--- src/sv/pjt_pkg.sv ---
// ----------------------------------------------------------------------------
// pjt_pkg
// Types, constants and the arctangent table shared by the planar joint
// transform and its pipeline cells.
// ----------------------------------------------------------------------------
package pjt_pkg;

  localparam int unsigned ANGLE_BITS_DEF = 16;
  localparam int unsigned CORDIC_STEPS   = 30;
  localparam logic signed [31:0] CORDIC_GAIN = 32'sd652032874;

  // One input item: the joint variables.
  typedef struct packed {
    logic        [15:0] direction_angle;
    logic signed [31:0] slide_distance;
    logic        [15:0] relative_rotation;
  } pjt_in_t;

  // One result item: the variable entries of the transform.
  typedef struct packed {
    logic signed [15:0] cos_sum;
    logic signed [15:0] sin_sum;
    logic signed [31:0] x_translation;
    logic signed [31:0] y_translation;
  } pjt_out_t;

  // CORDIC vector and residual angle, Q2.30 and a 32-bit phase.
  typedef struct packed {
    logic signed [31:0] x;
    logic signed [31:0] y;
    logic signed [31:0] z;
  } pjt_lane_t;

  // Payload handed from cell to cell.
  typedef struct packed {
    pjt_lane_t          sum_lane;
    pjt_lane_t          dir_lane;
    logic        [1:0]  sum_quad;
    logic        [1:0]  dir_quad;
    logic signed [31:0] distance;
  } pjt_stage_t;

  // Arctangent of 2^-i, in units of 2^-32 turn.
  function automatic logic signed [31:0] atan_entry(input int unsigned i);
    logic signed [31:0] r;
    unique case (i)
      0:       r = 32'sd536870912;
      1:       r = 32'sd316933406;
      2:       r = 32'sd167458907;
      3:       r = 32'sd85004756;
      4:       r = 32'sd42667331;
      5:       r = 32'sd21354465;
      6:       r = 32'sd10679838;
      7:       r = 32'sd5340245;
      8:       r = 32'sd2670163;
      9:       r = 32'sd1335087;
      10:      r = 32'sd667544;
      11:      r = 32'sd333772;
      12:      r = 32'sd166886;
      13:      r = 32'sd83443;
      14:      r = 32'sd41722;
      15:      r = 32'sd20861;
      16:      r = 32'sd10430;
      17:      r = 32'sd5215;
      18:      r = 32'sd2608;
      19:      r = 32'sd1304;
      20:      r = 32'sd652;
      21:      r = 32'sd326;
      22:      r = 32'sd163;
      23:      r = 32'sd81;
      24:      r = 32'sd41;
      25:      r = 32'sd20;
      26:      r = 32'sd10;
      27:      r = 32'sd5;
      28:      r = 32'sd3;
      29:      r = 32'sd1;
      default: r = 32'sd0;
    endcase
    return r;
  endfunction

endpackage

--- src/sv/pjt_front.sv ---
// ----------------------------------------------------------------------------
// pjt_front
// Input stage: turns both angles into 32-bit phases, splits off the
// quadrant and seeds the two CORDIC lanes.
// ----------------------------------------------------------------------------
module pjt_front #(
  parameter int unsigned ANGLE_BITS = pjt_pkg::ANGLE_BITS_DEF
) (
  input  logic                clk_i,
  input  logic                rst_ni,
  input  logic                valid_i,
  input  pjt_pkg::pjt_in_t    data_i,
  input  logic                adv_i,
  output logic                adv_o,
  output logic                valid_o,
  output pjt_pkg::pjt_stage_t data_o
);
  import pjt_pkg::*;

  localparam int unsigned Shift = 32 - ANGLE_BITS;
  localparam logic [31:0] Mask  = 32'hFFFF_FFFF >> Shift;

  logic [31:0] phase_dir;
  logic [31:0] phase_sum;
  logic [31:0] diff_dir;
  logic [31:0] diff_sum;
  logic [31:0] rnd_dir;
  logic [31:0] rnd_sum;
  logic        valid_q;
  pjt_stage_t  data_d;
  pjt_stage_t  data_q;

  always_comb begin
    phase_dir = (32'(data_i.direction_angle) & Mask) << Shift;
    phase_sum = phase_dir + ((32'(data_i.relative_rotation) & Mask) << Shift);
    // Nearest quarter turn; the residual lies in [-1/8, 1/8) turn.
    rnd_dir   = phase_dir + 32'h2000_0000;
    rnd_sum   = phase_sum + 32'h2000_0000;
    diff_dir  = phase_dir - {rnd_dir[31:30], 30'd0};
    diff_sum  = phase_sum - {rnd_sum[31:30], 30'd0};

    data_d.dir_quad   = rnd_dir[31:30];
    data_d.sum_quad   = rnd_sum[31:30];
    data_d.dir_lane.x = CORDIC_GAIN;
    data_d.dir_lane.y = '0;
    data_d.dir_lane.z = $signed(diff_dir);
    data_d.sum_lane.x = CORDIC_GAIN;
    data_d.sum_lane.y = '0;
    data_d.sum_lane.z = $signed(diff_sum);
    data_d.distance   = data_i.slide_distance;
  end

  assign adv_o = !valid_q || adv_i;

  always_ff @(posedge clk_i or negedge rst_ni) begin
    if (!rst_ni) begin
      valid_q <= 1'b0;
    end else if (adv_o) begin
      valid_q <= valid_i;
    end
  end

  always_ff @(posedge clk_i) begin
    if (adv_o && valid_i) begin
      data_q <= data_d;
    end
  end

  assign valid_o = valid_q;
  assign data_o  = data_q;

endmodule

--- config.mk ---
export PLATFORM = sky130hd
export DESIGN_NAME = pjt_front
export DESIGN_NICKNAME = d
export VERILOG_FILES = /design/src/sv/pjt_pkg.sv /design/src/sv/pjt_front.sv
export SDC_FILE = /design/constraint.sdc
export NUM_CORES = 1
export LEC_CHECK = 0
export BUFFER_PORTS_ARGS = -buffer_cell sky130_fd_sc_hd__buf_4
export CORE_AREA = 5 5 114 116
export DETAILED_ROUTE_END_ITERATION = 12
export DIE_AREA = 0 0 119 121
export HOLD_SLACK_MARGIN = 0.05
export PLACE_DENSITY = 0.71
export SYNTH_ARGS = -nofsm -noshare
export SYNTH_HDL_FRONTEND = slang
export SYNTH_SLANG_ARGS = --single-unit
--- constraint.sdc ---
create_clock -name clk_i -period 2.61 [get_ports clk_i]
set_clock_uncertainty 0.15 [all_clocks]
set_input_delay 0.522 -clock clk_i [delete_from_list [all_inputs] [get_ports clk_i]]
set_output_delay 0.522 -clock clk_i [all_outputs]
set_load 0.02 [all_outputs]
==> impl_metrics.ini <==
[logic_synthesis]
synthCells = 337
synth_ff_type = edfxtp_1
async_flop_share_pct = 1.49
yosysSeqAreaShare_pct = 49.8
ys_ff_latch = 67
syn-cell-area_um2 = 4030
syn_area_per_cell_um2 = 12.0
synth_cell_types = 33
synth_edf_count = 66
ys_warn_count = 0

[clocking]
insertion_delay_ns = 0.32
clk_pin_slew_ns = 0.05
cts_tree = built
ctsRootBufferMaster = clkbuf_16
numClockSinks = 67
cts_max_path_buffers = 2
htree_levels = 3
cts_made_buffers = 9

[critical_path]
criticalPathCategory = in -> reg
rr_startpoint = valid_o$_DFFE_PN0N_
worstPathRequired_ns = 2.53
arrival_ns = 2.55
cp-end-kind = flop
cp-startpoint = data_i[48]
cp-start-kind = input port
path_max_fanout = 2

[place]
gp_congestion = 0.805
numPortBuffers = 137
dp_cells = 653
pre_cts_ws_ns = -0.496
hpwl_mm = 7.36
place_area_um2 = 4920

[timing]
finalHoldViolCount = 0
hold_ws_ns = 0.224
setup_viol = 1
drv_slew = 0
min_period_ns = 2.63
rsz0062_at_grt = true
fin_crit_sh_pct = 101
max_freq_ghz = 0.380
fin_ws_ns = -0.0207

[drt]
drt-initial-drc-count = 122
drt_wl_total_mm = 8.96
postRouteAntennaNets = 0
vias_per_cell = 3.79
dr.pass1.iters = 4
dr_total_vias = 2542
wl_per_cell_um = 13.4
drc = 0

[global_routing]
grtUsageTotal_pct = 11.5
antenna_found_initial = 0
grt.overflow.total = 0
first_global_vias = 2602
grt_max_degree = 67
grt_pass1_wl_mm = 13.1

[floorplanning]
dieArea_um2 = 14400
die_h_um = 121
dieWidth_um = 119
start_util_pct = 34.1
rows = 40
core_um2 = 11800
io_pins = 298

[cells_and_area]
fill_cells = 1107
register_area_um2 = 2010
layout.cells.non_filler = 671
drive_gt1_share_pct = 38.2
antenna_cells = 0
final_area_um2 = 5260
nNetsFinal = 606
syn_to_final_growth_pct = 30.4
multiInputGateArea_um2 = 1440

[power_and_ir_drop]
ir_worst_vdd_mv = 0.290
p_leak_nw = 2.53
power_density_nw_per_um2 = 613
power.total_mw = 3.22

[run]
maxCapViolations = 0

[worst_hold_path]
min_from = data_i[40]
hold_class = in -> reg

[run_status]
status = finished, violations left
violations = setup timing
[where the power goes]
part	switching [mW]	internal [mW]
sequential	0.0235	1.29
clock	0.418	0.631
combinational	0.527	0.330
total	0.968	2.25
[worst max-delay path: stages]
cell and delay, ns:
buf_8 0.10, ha_4 0.15, fa_2 0.35, a211oi_2 0.25, o21ai_2 0.10, a211oi_2 0.23
o21ai_1 0.10, xor2_1 0.16, ha_2 0.21, xnor2_2 0.13, xnor2_1 0.13, xnor2_1 0.13
[sequential cells by signal (all words and copies together) (netlist names)]
signal and flops:
data_o 66, valid_o 1
[placed cells by master (no fill, tap or decap), drive strengths merged, types with 2 or more instances in the layout]
cell,n
nand2,9
o21ai,8
mux2i,2
a21o,6
xor2,7
o21a,2
a21oi,15
a211oi,3
nor2,3
inv,3
xnor2,11
clkinvlp,2
ha,18
clkinv,4
conb,160
o211ai,3
buf,175
edfxtp,66
clkbuf,10
nand2b,3
[cell families after synthesis]
kind of cell | count (synthesis) | share of synthesized area, %
AO/OA/AOI/OAI | 42 | 6.55
XOR/XNOR | 18 | 3.91
adder cells (fa/ha/maj) | 19 | 6.08
buffers and inverters | 166 | 30.5
flip-flops | 67 | 49.8
multiplexers | 2 | 0.497
other | 2 | 0.186
AND/OR/NAND/NOR | 21 | 2.45
[per-stage QoR]
stage,util [%],setup TNS (ns)
2_1_floorplan,-,-0.289
3_3_place_gp,41.7,-0.563
3_5_place_dp,41.7,-0.657
4_1_cts,44.3,-0.109
5_1_grt,44.5,-0.177
6_report,44.5,-0.0207
[metal layers]
layer	share of wire, %	GRT usage, %
met5	0	0
met4	0.90	3.04
met3	14	6.25
met2	51	20.9
met1	33	11.3
[area by class of cell]
| class | count | share of cell area (%) |
|---|---|---|
| clock inverters | 6 | 0.619 |
| repair buffers | 176 | 25.6 |
| multi-input cells | 262 | 27.5 |
| clock buffers | 10 | 4.36 |
| well taps | 147 | 3.50 |
| inverters | 3 | 0.214 |
| flip-flops and latches | 67 | 38.2 |
[cells in the mapped netlist (3+ instances only)]
cell type,instances,area (um2)
buf_4,162,1220
edfxtp_1,66,1980
ha_1,18,225
a21oi_1,15,75.1
xnor2_1,11,96.3
nand2_1,9,33.8
o21ai_0,7,35.0
xor2_1,7,61.3
a21o_1,5,37.5
a211oi_1,3,22.5
inv_1,3,11.3
nand2b_1,3,18.8
nor2_1,3,11.3
o211ai_1,3,22.5
[repair_timing]
item	in CTS	in global routing
hold endpoints to repair	1	0
hold buffers	1	0
gates resized for setup	7	3
setup endpoints to repair	1	1
buffers inserted	1	0
pin swaps	10	12
[worst paths after layout]
| check | slack [ns] | cells after the start | endpoint |
|---|---|---|---|
| worst min-delay path | 0.22 | 1 | data_o[24]$_DFFE_PP_ |
| min in group asynchronous | 0.36 | 2 | valid_o$_DFFE_PN0N_ |
| worst max register to register | 1.10 | 3 | data_o[153]$_DFFE_PP_ |
| worst max-delay path | -0.02 | 12 | data_o[35]$_DFFE_PP_ |
| worst min register to register | 0.42 | 2 | valid_o$_DFFE_PN0N_ |
| max in group asynchronous | 1.86 | 2 | valid_o$_DFFE_PN0N_ |
(Power assumes the default switching activity.)
