$ cat config.mk
export PLATFORM = sky130hd
export DESIGN_NAME = pjt_cordic_cell
export DESIGN_NICKNAME = d
export VERILOG_FILES = /design/src/sv/pjt_pkg.sv /design/src/sv/pjt_cordic_cell.sv
export SDC_FILE = /design/constraint.sdc
export NUM_CORES = 1
export LEC_CHECK = 0
export BUFFER_PORTS_ARGS = -buffer_cell sky130_fd_sc_hd__buf_2
export CORE_UTILIZATION = 28
export CTS_CLUSTER_DIAMETER = 30
export DETAILED_ROUTE_END_ITERATION = 6
export PLACE_DENSITY = 0.44
export SYNTH_ARGS = -nofsm -noshare
export SYNTH_HDL_FRONTEND = slang
export SYNTH_SLANG_ARGS = --single-unit
$ cat constraint.sdc
create_clock -name clk_i -period 8.2 [get_ports clk_i]
set_input_delay 0.82 -clock clk_i [delete_from_list [all_inputs] [get_ports clk_i]]
set_output_delay 0.82 -clock clk_i [all_outputs]
set_load 0.05 [all_outputs]
$ cat src/sv/pjt_pkg.sv
// ----------------------------------------------------------------------------
// pjt_pkg
// Types, constants and the arctangent table shared by the planar joint
// transform and its pipeline cells.
// ----------------------------------------------------------------------------
package pjt_pkg;

  localparam int unsigned ANGLE_BITS_DEF = 16;
  localparam int unsigned CORDIC_STEPS   = 30;
  localparam logic signed [31:0] CORDIC_GAIN = 32'sd652032874;

  // One input item: the joint variables.
  typedef struct packed {
    logic        [15:0] direction_angle;
    logic signed [31:0] slide_distance;
    logic        [15:0] relative_rotation;
  } pjt_in_t;

  // One result item: the variable entries of the transform.
  typedef struct packed {
    logic signed [15:0] cos_sum;
    logic signed [15:0] sin_sum;
    logic signed [31:0] x_translation;
    logic signed [31:0] y_translation;
  } pjt_out_t;

  // CORDIC vector and residual angle, Q2.30 and a 32-bit phase.
  typedef struct packed {
    logic signed [31:0] x;
    logic signed [31:0] y;
    logic signed [31:0] z;
  } pjt_lane_t;

  // Payload handed from cell to cell.
  typedef struct packed {
    pjt_lane_t          sum_lane;
    pjt_lane_t          dir_lane;
    logic        [1:0]  sum_quad;
    logic        [1:0]  dir_quad;
    logic signed [31:0] distance;
  } pjt_stage_t;

  // Arctangent of 2^-i, in units of 2^-32 turn.
  function automatic logic signed [31:0] atan_entry(input int unsigned i);
    logic signed [31:0] r;
    unique case (i)
      0:       r = 32'sd536870912;
      1:       r = 32'sd316933406;
      2:       r = 32'sd167458907;
      3:       r = 32'sd85004756;
      4:       r = 32'sd42667331;
      5:       r = 32'sd21354465;
      6:       r = 32'sd10679838;
      7:       r = 32'sd5340245;
      8:       r = 32'sd2670163;
      9:       r = 32'sd1335087;
      10:      r = 32'sd667544;
      11:      r = 32'sd333772;
      12:      r = 32'sd166886;
      13:      r = 32'sd83443;
      14:      r = 32'sd41722;
      15:      r = 32'sd20861;
      16:      r = 32'sd10430;
      17:      r = 32'sd5215;
      18:      r = 32'sd2608;
      19:      r = 32'sd1304;
      20:      r = 32'sd652;
      21:      r = 32'sd326;
      22:      r = 32'sd163;
      23:      r = 32'sd81;
      24:      r = 32'sd41;
      25:      r = 32'sd20;
      26:      r = 32'sd10;
      27:      r = 32'sd5;
      28:      r = 32'sd3;
      29:      r = 32'sd1;
      default: r = 32'sd0;
    endcase
    return r;
  endfunction

endpackage

$ cat src/sv/pjt_cordic_cell.sv
// ----------------------------------------------------------------------------
// pjt_cordic_cell
// One CORDIC rotation step for both lanes, registered, with the joint
// payload carried alongside.
// ----------------------------------------------------------------------------
module pjt_cordic_cell #(
  parameter int unsigned STEP = 0
) (
  input  logic                clk_i,
  input  logic                rst_ni,
  input  logic                valid_i,
  input  pjt_pkg::pjt_stage_t data_i,
  input  logic                adv_i,
  output logic                adv_o,
  output logic                valid_o,
  output pjt_pkg::pjt_stage_t data_o
);
  import pjt_pkg::*;

  localparam logic signed [31:0] Atan = atan_entry(STEP);

  logic       valid_q;
  pjt_stage_t data_d;
  pjt_stage_t data_q;

  // Arithmetic shifts on signed values round toward minus infinity.
  function automatic pjt_lane_t rotate(input pjt_lane_t l);
    pjt_lane_t r;
    if (!l.z[31]) begin
      r.x = l.x - (l.y >>> STEP);
      r.y = l.y + (l.x >>> STEP);
      r.z = l.z - Atan;
    end else begin
      r.x = l.x + (l.y >>> STEP);
      r.y = l.y - (l.x >>> STEP);
      r.z = l.z + Atan;
    end
    return r;
  endfunction

  always_comb begin
    data_d          = data_i;
    data_d.sum_lane = rotate(data_i.sum_lane);
    data_d.dir_lane = rotate(data_i.dir_lane);
  end

  assign adv_o = !valid_q || adv_i;

  always_ff @(posedge clk_i or negedge rst_ni) begin
    if (!rst_ni) begin
      valid_q <= 1'b0;
    end else if (adv_o) begin
      valid_q <= valid_i;
    end
  end

  always_ff @(posedge clk_i) begin
    if (adv_o && valid_i) begin
      data_q <= data_d;
    end
  end

  assign valid_o = valid_q;
  assign data_o  = data_q;

endmodule

==> flow_metrics.env, run 1 <==
export IMPL_fillers=6353
export IMPL_grt_max_degree=77
export IMPL_grtUsageMet2=0.321
export IMPL_seq_area_frac_synth=0.390
export IMPL_r2r_start="valid_o"
export IMPL_vdd_drop_max_uv=131
export IMPL_regArea_um2=6810
export IMPL_worstPathArrival_ns=4.21
export IMPL_ys_async_sr_fraction=0.00441
export IMPL_hold_violations=0
export IMPL_multi_input_area_um2=9570
export IMPL_synthTopCellsByArea="edfxtp_1, ha_1, a21oi_1, xnor2_1, inv_1"
export IMPL_synth_top_area_share=0.389
export IMPL_end_kind="flip-flop"
export IMPL_internal_power_mw=3.77
export IMPL_crit_type="input port to flip-flop"
export IMPL_cp_startpoint="data_i[72]"
export IMPL_sequentialPowerShare=0.259
export IMPL_drt_initial_drc_count=1286
export IMPL_setup_viol=0
export IMPL_pwr_share_clk=0.483
export IMPL_die_w_um=252
export IMPL_num_io_pins=462
export IMPL_area_growth_pct=31.8
export IMPL_synth_seq_cells=227
export IMPL_switchingPower_mw=1.90
export IMPL_fmaxAchievable_mhz=256
export IMPL_start_util=0.283
export IMPL_gp_congestion=0.905
export IMPL_yosysTopAreaCell="edfxtp_1"
export IMPL_min_period_ns=3.90
export IMPL_switching_share=0.335
export IMPL_netlist_instances=1844
export IMPL_port_buffers=461
export IMPL_slowest_delay_ns=0.55
export IMPL_grtUsageMet3=0.0380
export IMPL_tritoncts="done"
export IMPL_yosysUniqueCellTypes=87
export IMPL_layout_cells_non_filler=3206
export IMPL_slew_headroom=0.326
export IMPL_clockBufferDepth=3
export IMPL_cp_data_required_time_ns=8.50
export IMPL_rsz0062_at_grt="false"
export IMPL_ctsHtreeMaxLevel=3
export IMPL_synth_area_um2=17400
export IMPL_cts_setup_buffers=0
export IMPL_layout_commonest_cell="buf_2"
export IMPL_maxCapViolations=0
export IMPL_num_rows=91
export IMPL_yosys_warnings=0
export IMPL_cts_sinks=227
export IMPL_wirelength_mm=62.1
export IMPL_die_area_um2=63300
export IMPL_worst_pin_slew_ns=1.01
export IMPL_dp_hpwl_mm=48.3
export IMPL_met1_usage=0.235
export IMPL_synth_nets=2272
export IMPL_drive_gt1_frac=0.260
export IMPL_finalCritPeriodShare=0.476
export IMPL_grt_pass1_vias=16100
export IMPL_cts_root_buffer="clkbuf_16"
export IMPL_fin_setup_tns_ns=0
export IMPL_regToRegSetupSlack_ns=5.85
export IMPL_grt_ovfl_total=0
export IMPL_drtPass1Iterations=5
export IMPL_hp_class="input port to flip-flop"
export IMPL_syn_area_per_cell_um2=9.46
export IMPL_clk_pin_slew_ns=0.04
export IMPL_vias=15700
export IMPL_status="finished, final reports clean"
export IMPL_antenna_found_initial=8
export IMPL_post_drt_via_cell_ratio=4.89
export IMPL_layout_common_cells="buf_2, edfxtp_1, a21oi_1"
export IMPL_dp_cells=3071
export IMPL_cp_slowest_cell="a211oi_1"
export IMPL_layout_nets=2735
export IMPL_postCtsHoldBufs=1
export IMPL_holdCritStartpoint="data_i[1]"
export IMPL_cts_buffers=70
export IMPL_p_leak_nw=10.2
export IMPL_power_density_nw_per_um2=247
export IMPL_cts_repair_resized=0
export IMPL_grt_pass1_wl_mm=93.0
export IMPL_slew_violations=0
export IMPL_grt_usage=0.190
export IMPL_wire_per_inst_um=19.4
export IMPL_final_setup_skew_ns=0.0294
export IMPL_clkLatencyLatePin_ns=0.60
export IMPL_crit_chain="buf_2, inv_1, ha_1, a21oi_2, o211ai_1, a211oi_1, o21ai_1, a211o_1, a21oi_1, o221ai_1, and3_1, o22ai_1, xnor2_1"
export IMPL_synthFlopType="edfxtp_1"
export IMPL_power_share_combinational=0.258
export IMPL_die_h_um=252
export IMPL_path_max_fanout=9
export IMPL_synth_edff_count=226
export IMPL_grt_busiest_layer="met2"
export IMPL_ant_nets=0
export IMPL_drc=0
export IMPL_start_kind="input port"
export IMPL_core_area_um2=61600
Yosys cell counts (all sizes together) (4+ instances only):
cell type and count:
nor3b 5, nand3 26, edfxtp 226, o211ai 8
clkbuf 42, nor4 6, and3 11, xnor2 108
o31ai 29, a21boi 6, a21oi 227, ha 188
nor2b 19, nand2 74, a221oi 7, a21o 42
o21bai 39, a211o 13, nand4 15, a31oi 17
buf 37, xor2 13, o21a 10, o22ai 8
nor2 166, mux2i 30, clkinv 4, o21ai 116
and2 8, nand2b 19, nor3 37, o21ba 5
o31a 5, a211oi 17, or4 4, nand3b 5
o311ai 4, a2111oi 6, or3 6, inv 191
fa 8, a311oi 6
flip-flops by register name, summed over array words and instances (netlist names):
| register | flops |
|---|---|
| valid_o | 1 |
| data_o | 226 |
cell type report:
cell class,count,share of cell area
inverters,195,0.0318
diodes,4,0.000435
clock buffers,84,0.0789
clock inverters,46,0.0273
flip-flops and latches,227,0.296
well taps,837,0.0456
repair buffers,470,0.103
multi-input cells,1343,0.416
power by group through the flow:
stage / registers (mW) / logic, mW / clock network, mW
6_report: 1.47 / 1.46 / 2.74
5_1_grt: 1.48 / 1.57 / 2.87
4_1_cts: 1.47 / 1.47 / 2.81
3_5_place_dp: 1.49 / 1.46 / 0
3_3_place_gp: 1.49 / 1.46 / 0
2_1_floorplan: 1.86 / 0.673 / 0
through the flow:
step	total power, mW	hold slack, ns	setup slack, ns	util	area [um2]
2_1_floorplan	2.53	0.524	1.10	-	17400
3_3_place_gp	2.95	0.504	3.77	0.333	20500
3_5_place_dp	2.95	0.515	3.74	0.333	20500
4_1_cts	5.75	0.342	4.35	0.373	23000
5_1_grt	5.92	0.359	4.11	0.373	23000
6_report	5.67	0.391	4.30	0.373	23000
worst paths after layout:
path,endpoint,cells after the start
setup / recovery,data_o[96],13
hold reg to reg,valid_o,2
max in group asynchronous,valid_o,2
setup reg to reg,data_o[33],3
hold / removal,data_o[1],1
min in group asynchronous,valid_o,2
worst max-delay path: cells and delay by family:
family / cells / cell delay (ns)
compound gates: 8 / 2.41
fa+ha+maj: 1 / 0.43
simple gates: 1 / 0.27
buf+inv: 2 / 0.15
xor+xnor: 1 / 0.12
routing by layer:
metal	share of wire	vias to the layer above
li1	-	7530
met1	0.43	7479
met2	0.48	542
met3	0.061	138
met4	0.032	0
met5	0	-
cell families (layout without fill, tap and decap cells):
group | Yosys count | in the layout | synth area share
multiplexers | 30 | 30 | 0.0172
XOR/XNOR | 121 | 121 | 0.0607
buffers and inverters | 274 | 795 | 0.0612
flip-flops | 227 | 227 | 0.390
other | 0 | 4 | 0
AO/OA/AOI/OAI | 588 | 588 | 0.215
AND/OR/NAND/NOR | 408 | 408 | 0.111
adder cells (fa/ha/maj) | 196 | 196 | 0.144
(Power assumes the default switching activity.)
==> inputs of run 2 (changes only) <==
Clock period 8.2 ns to 3.6 ns, I/O delays scaled along.
==> run 2 against run 1 <==
  * Worst setup slack lost 3.9 ns
  * Die area unchanged
  * Final cell count grew 7.4%
  * Critical path depth up 2
  * Via count up 5.9%
  * Sequential cell count unchanged
  * Sequential share of layout area down 2.4 points
  * Non-clock buffer count increased by 245
  * First-iteration DRC count fell by 17%
  * Total power is 130% higher
  * Core utilization up 3.3 points
  * Critical endpoint is now data_o[220]
  * Largest power group unchanged
  * Highest routed layer unchanged
==> flow_metrics.env, run 2 (same netlist as run 1, synthesis figures left out) <==
export IMPL_p_leak_nw=11.3
export IMPL_die_area_um2=63300
export IMPL_crit_type="input port to flip-flop"
export IMPL_tritoncts="done"
export IMPL_place_area_um2=21700
export IMPL_clk_pin_slew_ns=0.04
export IMPL_antenna_found_initial=6
export IMPL_finalCritPeriodShare=0.882
export IMPL_clockBufferDepth=3
export IMPL_dp_hpwl_mm=50.4
export IMPL_grt_pass1_wl_mm=96.9
export IMPL_postCtsHoldBufs=98
export IMPL_layout_cells_non_filler=3442
export IMPL_grt_max_degree=87
export IMPL_core_area_um2=61600
export IMPL_fmaxAchievable_mhz=315
export IMPL_setup_slack_ns=0.426
export IMPL_cts_repair_resized=0
export IMPL_cp_slowest_cell="a2111oi_1"
export IMPL_stdcell_area_um2=25000
export IMPL_die_w_um=252
export IMPL_ant_nets=0
export IMPL_maxCapViolations=0
export IMPL_cp_startpoint="data_i[196]"
export IMPL_crit_chain="buf_2, inv_1, ha_1, fa_1, nor2b_1, a21o_1, o31ai_1, o21ai_1, a211oi_1, buf_4, o21bai_1, a2111oi_1, buf_4, o31ai_1, xnor2_1"
export IMPL_hold_slack_ns=0.0752
export IMPL_port_buffers=461
export IMPL_wirelength_mm=64.1
export IMPL_cts_root_buffer="clkbuf_16"
export IMPL_slew_headroom=0.324
export IMPL_fin_setup_tns_ns=0
export IMPL_fillers=6167
export IMPL_min_period_ns=3.17
export IMPL_r2r_start="valid_o"
export IMPL_start_util=0.283
export IMPL_layout_common_cells="buf_2, edfxtp_1, a21oi_1"
export IMPL_cts_setup_buffers=0
export IMPL_power_density_nw_per_um2=521
export IMPL_rsz0062_at_grt="false"
export IMPL_grt_pass1_vias=17000
export IMPL_largest_reg_flops=226
export IMPL_end_kind="flip-flop"
export IMPL_hold_violations=0
export IMPL_drc=0
export IMPL_cp_data_required_time_ns=3.93
export IMPL_ctsHtreeMaxLevel=3
export IMPL_layout_commonest_cell="buf_2"
export IMPL_vias=16600
export IMPL_post_drt_via_cell_ratio=4.83
export IMPL_num_rows=91
export IMPL_wire_per_inst_um=18.6
export IMPL_status="finished, final reports clean"
export IMPL_path_max_fanout=3
export IMPL_drt_initial_drc_count=1061
export IMPL_setup_viol=0
export IMPL_clkLatencyLatePin_ns=0.59
export IMPL_dp_cells=3219
export IMPL_worstPathArrival_ns=3.50
export IMPL_slew_violations=0
export IMPL_power_total_mw=13.0
export IMPL_cts_buffers=67
export IMPL_hp_class="input port to async pin"
export IMPL_worst_pin_slew_ns=1.01
export IMPL_slowest_delay_ns=0.48
export IMPL_final_util=0.406
export IMPL_grt_usage=0.197
export IMPL_cts_sinks=227
export IMPL_grt_ovfl_total=0
export IMPL_final_setup_skew_ns=0.0243
export IMPL_area_growth_pct=43.4
export IMPL_gp_congestion=0.905
export IMPL_die_h_um=252
export IMPL_drive_gt1_frac=0.292
export IMPL_drtPass1Iterations=5
export IMPL_num_io_pins=462
export IMPL_start_kind="input port"
export IMPL_vdd_drop_max_uv=293
export IMPL_layout_nets=2977
export IMPL_dp_slack_ns=-0.133
[run 2: cell types whose count changed in the layout (fill, tap and decap cells not counted), moves of 8 or more]
cell	before	now
buf_4	8	153
dlygate4sd3_1	1	98
clkinv_2	15	5
clkbuf_1	13	5
clkinvlp_4	2	10
[run 2: critical path: cells and delay by family]
kind	cells	cell delay [ns]
adder cells (fa/ha/maj)	2	0.41
buffers and inverters	4	0.56
AO/OA/AOI/OAI	7	1.89
XOR/XNOR	1	0.18
AND/OR/NAND/NOR	1	0.09
[run 2: final cells by class]
type / count / area [um2] / area share
clock inverter: 48 / 644 / 0.0258
clock buffer: 73 / 1710 / 0.0683
antenna: 4 / 10.0 / 0.000400
sequential: 227 / 6810 / 0.272
timing repair buffer: 715 / 4500 / 0.180
inverter: 195 / 732 / 0.0293
multi-input combinational: 1343 / 9570 / 0.382
tap: 837 / 1050 / 0.0419
[run 2: worst paths after layout]
kind	end	slack (ns)	cells past startpoint
setup / recovery	data_o[220]	0.43	15
hold / removal	valid_o	0.08	2
setup reg to reg	data_o[36]	1.64	3
hold reg to reg	valid_o	0.53	2
max in group asynchronous	valid_o	3.43	2
min in group clk_i	valid_o	0.08	3
[run 2: per-layer routing]
| metal | track usage | part of all wire |
|---|---|---|
| met1 | 0.245 | 0.43 |
| met2 | 0.339 | 0.49 |
| met3 | 0.0364 | 0.055 |
| met4 | 0.0713 | 0.027 |
| met5 | 0 | 0 |
[run 2: report_power, final]
part | internal [mW] | switching, mW | leakage [nW]
clock network | 4.12 | 1.92 | 1.10
registers | 3.27 | 0.0666 | 2.16
logic | 1.24 | 2.43 | 8.01
total | 8.63 | 4.41 | 11.3
==> inputs of run 3 (changes only) <==
Settings changed: CTS_CLUSTER_SIZE from default to 8, PLACE_DENSITY 0.44 to 0.46.
Clock period 3.6 ns to 2.86 ns, I/O delays scaled along.
==> run 3 against run 2 <==
  * Worst setup slack worse by 0.37 ns
  * Global-route usage is 1.1 points higher
  * Critical path type unchanged
  * Largest power group unchanged
  * Total power is 30% higher
  * Final cell count is 8.4% higher
  * Clock-buffer cell count stayed put
==> flow_metrics.env, run 3 (same netlist as run 1, synthesis figures left out) <==
export IMPL_num_rows=91
export IMPL_dp_cells=3505
export IMPL_rsz0062_at_grt="true"
export IMPL_hold_violations=0
export IMPL_cp_slowest_cell="or4_4"
export IMPL_vias=17600
export IMPL_sequentialPowerShare=0.248
export IMPL_port_buffers=461
export IMPL_layout_common_cells="buf_2, buf_4, edfxtp_1"
export IMPL_largest_reg_flops=226
export IMPL_status="finished, final reports clean"
export IMPL_ant_nets=0
export IMPL_worstPathArrival_ns=3.17
export IMPL_critPathBufInv=2
export IMPL_wirelength_mm=68.0
export IMPL_p_leak_nw=12.7
export IMPL_layout_commonest_cell="buf_2"
export IMPL_drtPass1Iterations=5
export IMPL_path_max_fanout=4
export IMPL_area_growth_pct=57.3
export IMPL_cp_data_required_time_ns=3.23
export IMPL_pwr_share_clk=0.446
export IMPL_cts_sinks=227
export IMPL_setup_slack_ns=0.0597
export IMPL_maxCapViolations=0
export IMPL_drc=0
export IMPL_slew_headroom=0.604
export IMPL_core_area_um2=61600
export IMPL_dp_hpwl_mm=53.9
export IMPL_slew_violations=0
export IMPL_highest_layer="met5"
export IMPL_worst_pin_slew_ns=0.589
export IMPL_stdcell_area_um2=27400
export IMPL_fillers=6049
export IMPL_wire_per_inst_um=18.2
export IMPL_setup_viol=0
export IMPL_layout_nets=3267
export IMPL_crit_chain="buf_2, buf_4, ha_1, or4_4, o211a_4, a2111oi_4, o21ai_4, o21a_1, nor2_4, o31ai_2, a221o_1, xnor2_1"
export IMPL_met3_length_mm=3.36
export IMPL_power_total_mw=17.0
export IMPL_die_area_um2=63300
export IMPL_grt_max_degree=59
export IMPL_switching_share=0.337
export IMPL_clkLatencyLatePin_ns=0.62
export IMPL_power_share_combinational=0.305
export IMPL_layout_cells_non_filler=3732
export IMPL_dp_slack_ns=-0.653
export IMPL_power_density_nw_per_um2=619
export IMPL_drive_gt1_frac=0.376
export IMPL_post_drt_via_cell_ratio=4.70
export IMPL_end_kind="flip-flop"
export IMPL_grt_pass1_wl_mm=102
export IMPL_die_w_um=252
export IMPL_multi_input_area_um2=9820
export IMPL_start_util=0.283
export IMPL_ctsHtreeMaxLevel=3
export IMPL_fmaxAchievable_mhz=357
export IMPL_die_h_um=252
export IMPL_grt_usage=0.208
export IMPL_place_area_um2=23900
export IMPL_dr_wl_met2_mm=33.3
export IMPL_grt_pass1_vias=18300
export IMPL_cts_buffers=67
export IMPL_hp_class="input port to flip-flop"
export IMPL_crit_type="input port to flip-flop"
export IMPL_start_kind="input port"
export IMPL_antenna_found_initial=7
export IMPL_grt_ovfl_total=0
export IMPL_vdd_drop_max_uv=361
export IMPL_cts_root_buffer="clkbuf_16"
export IMPL_clk_pin_slew_ns=0.05
export IMPL_finalCritPeriodShare=0.979
export IMPL_slowest_delay_ns=0.54
export IMPL_final_setup_skew_ns=0.0283
export IMPL_num_io_pins=462
export IMPL_switchingPower_mw=5.73
export IMPL_min_period_ns=2.80
export IMPL_gp_congestion=0.916
export IMPL_clockBufferDepth=3
export IMPL_tritoncts="done"
export IMPL_route_layer_met1_wl_mm=28.9
export IMPL_crit_family="compound AO/OA/AOI/OAI gates"
export IMPL_regArea_um2=6810
export IMPL_internal_power_mw=11.2
export IMPL_drt_initial_drc_count=1203
-- run 3: cell count changes in the layout (fill, tap and decap cells not counted), moves of 5 or more --
cell,before,now
clkinvlp_4,10,3
clkinv_2,5,17
buf_4,153,439
ha_2,0,7
clkinv_1,17,12
ha_1,188,178
-- run 3: per-stage QoR --
stage | utilization | TNS (ns) | hold slack, ns
2_1_floorplan | - | 0 | -0.00959
3_3_place_gp | 0.388 | -29.50 | 0.0610
3_5_place_dp | 0.388 | -29.02 | 0.0623
4_1_cts | 0.442 | 0 | 0.00513
5_1_grt | 0.445 | -0.0974 | 0.0259
6_report | 0.446 | 0 | 0.0374
-- run 3: timing repair --
item,4_1_cts,5_1_grt
hold buffers,100,0
gates cloned,0,0
pin swaps,2,20
hold endpoints to repair,98,0
setup buffers,0,2
endpoints found under the setup margin,5,22
resized for setup,3,39
-- run 3: metal layers --
layer / global-route usage / vias to the layer above
met5: 0 / -
met4: 0.0894 / 2
met3: 0.0399 / 130
met2: 0.359 / 517
met1: 0.252 / 8313
li1: - / 8596
-- run 3: power by group through the flow --
| stage | combinational (mW) | clock (mW) | sequential, mW |
|---|---|---|---|
| 2_1_floorplan | 1.94 | 0 | 5.29 |
| 3_3_place_gp | 5.01 | 0 | 4.26 |
| 3_5_place_dp | 5.00 | 0 | 4.26 |
| 4_1_cts | 5.14 | 7.75 | 4.22 |
| 5_1_grt | 5.55 | 7.94 | 4.24 |
| 6_report | 5.18 | 7.58 | 4.21 |
-- run 3: path summary, 6_finish.rpt --
check,start,endpoint,slack (ns),cells past startpoint
min reg2reg,valid_o,data_o[69],0.97,2
min,data_i[66],data_o[66],0.04,2
max in group asynchronous,rst_ni,valid_o,2.19,3
min in group asynchronous,rst_ni,valid_o,0.55,3
max,data_i[169],data_o[224],0.06,12
max reg2reg,valid_o,data_o[99],1.09,3
-- run 3: cell type report --
type                    instances  area share
clock buffers                  73      0.0619
multi-input cells            1343       0.358
repair buffers               1005       0.244
flip-flops and latches        227       0.248
clock inverters                47      0.0224
diodes                          5    0.000456
well taps                     837      0.0382
inverters                     195      0.0267
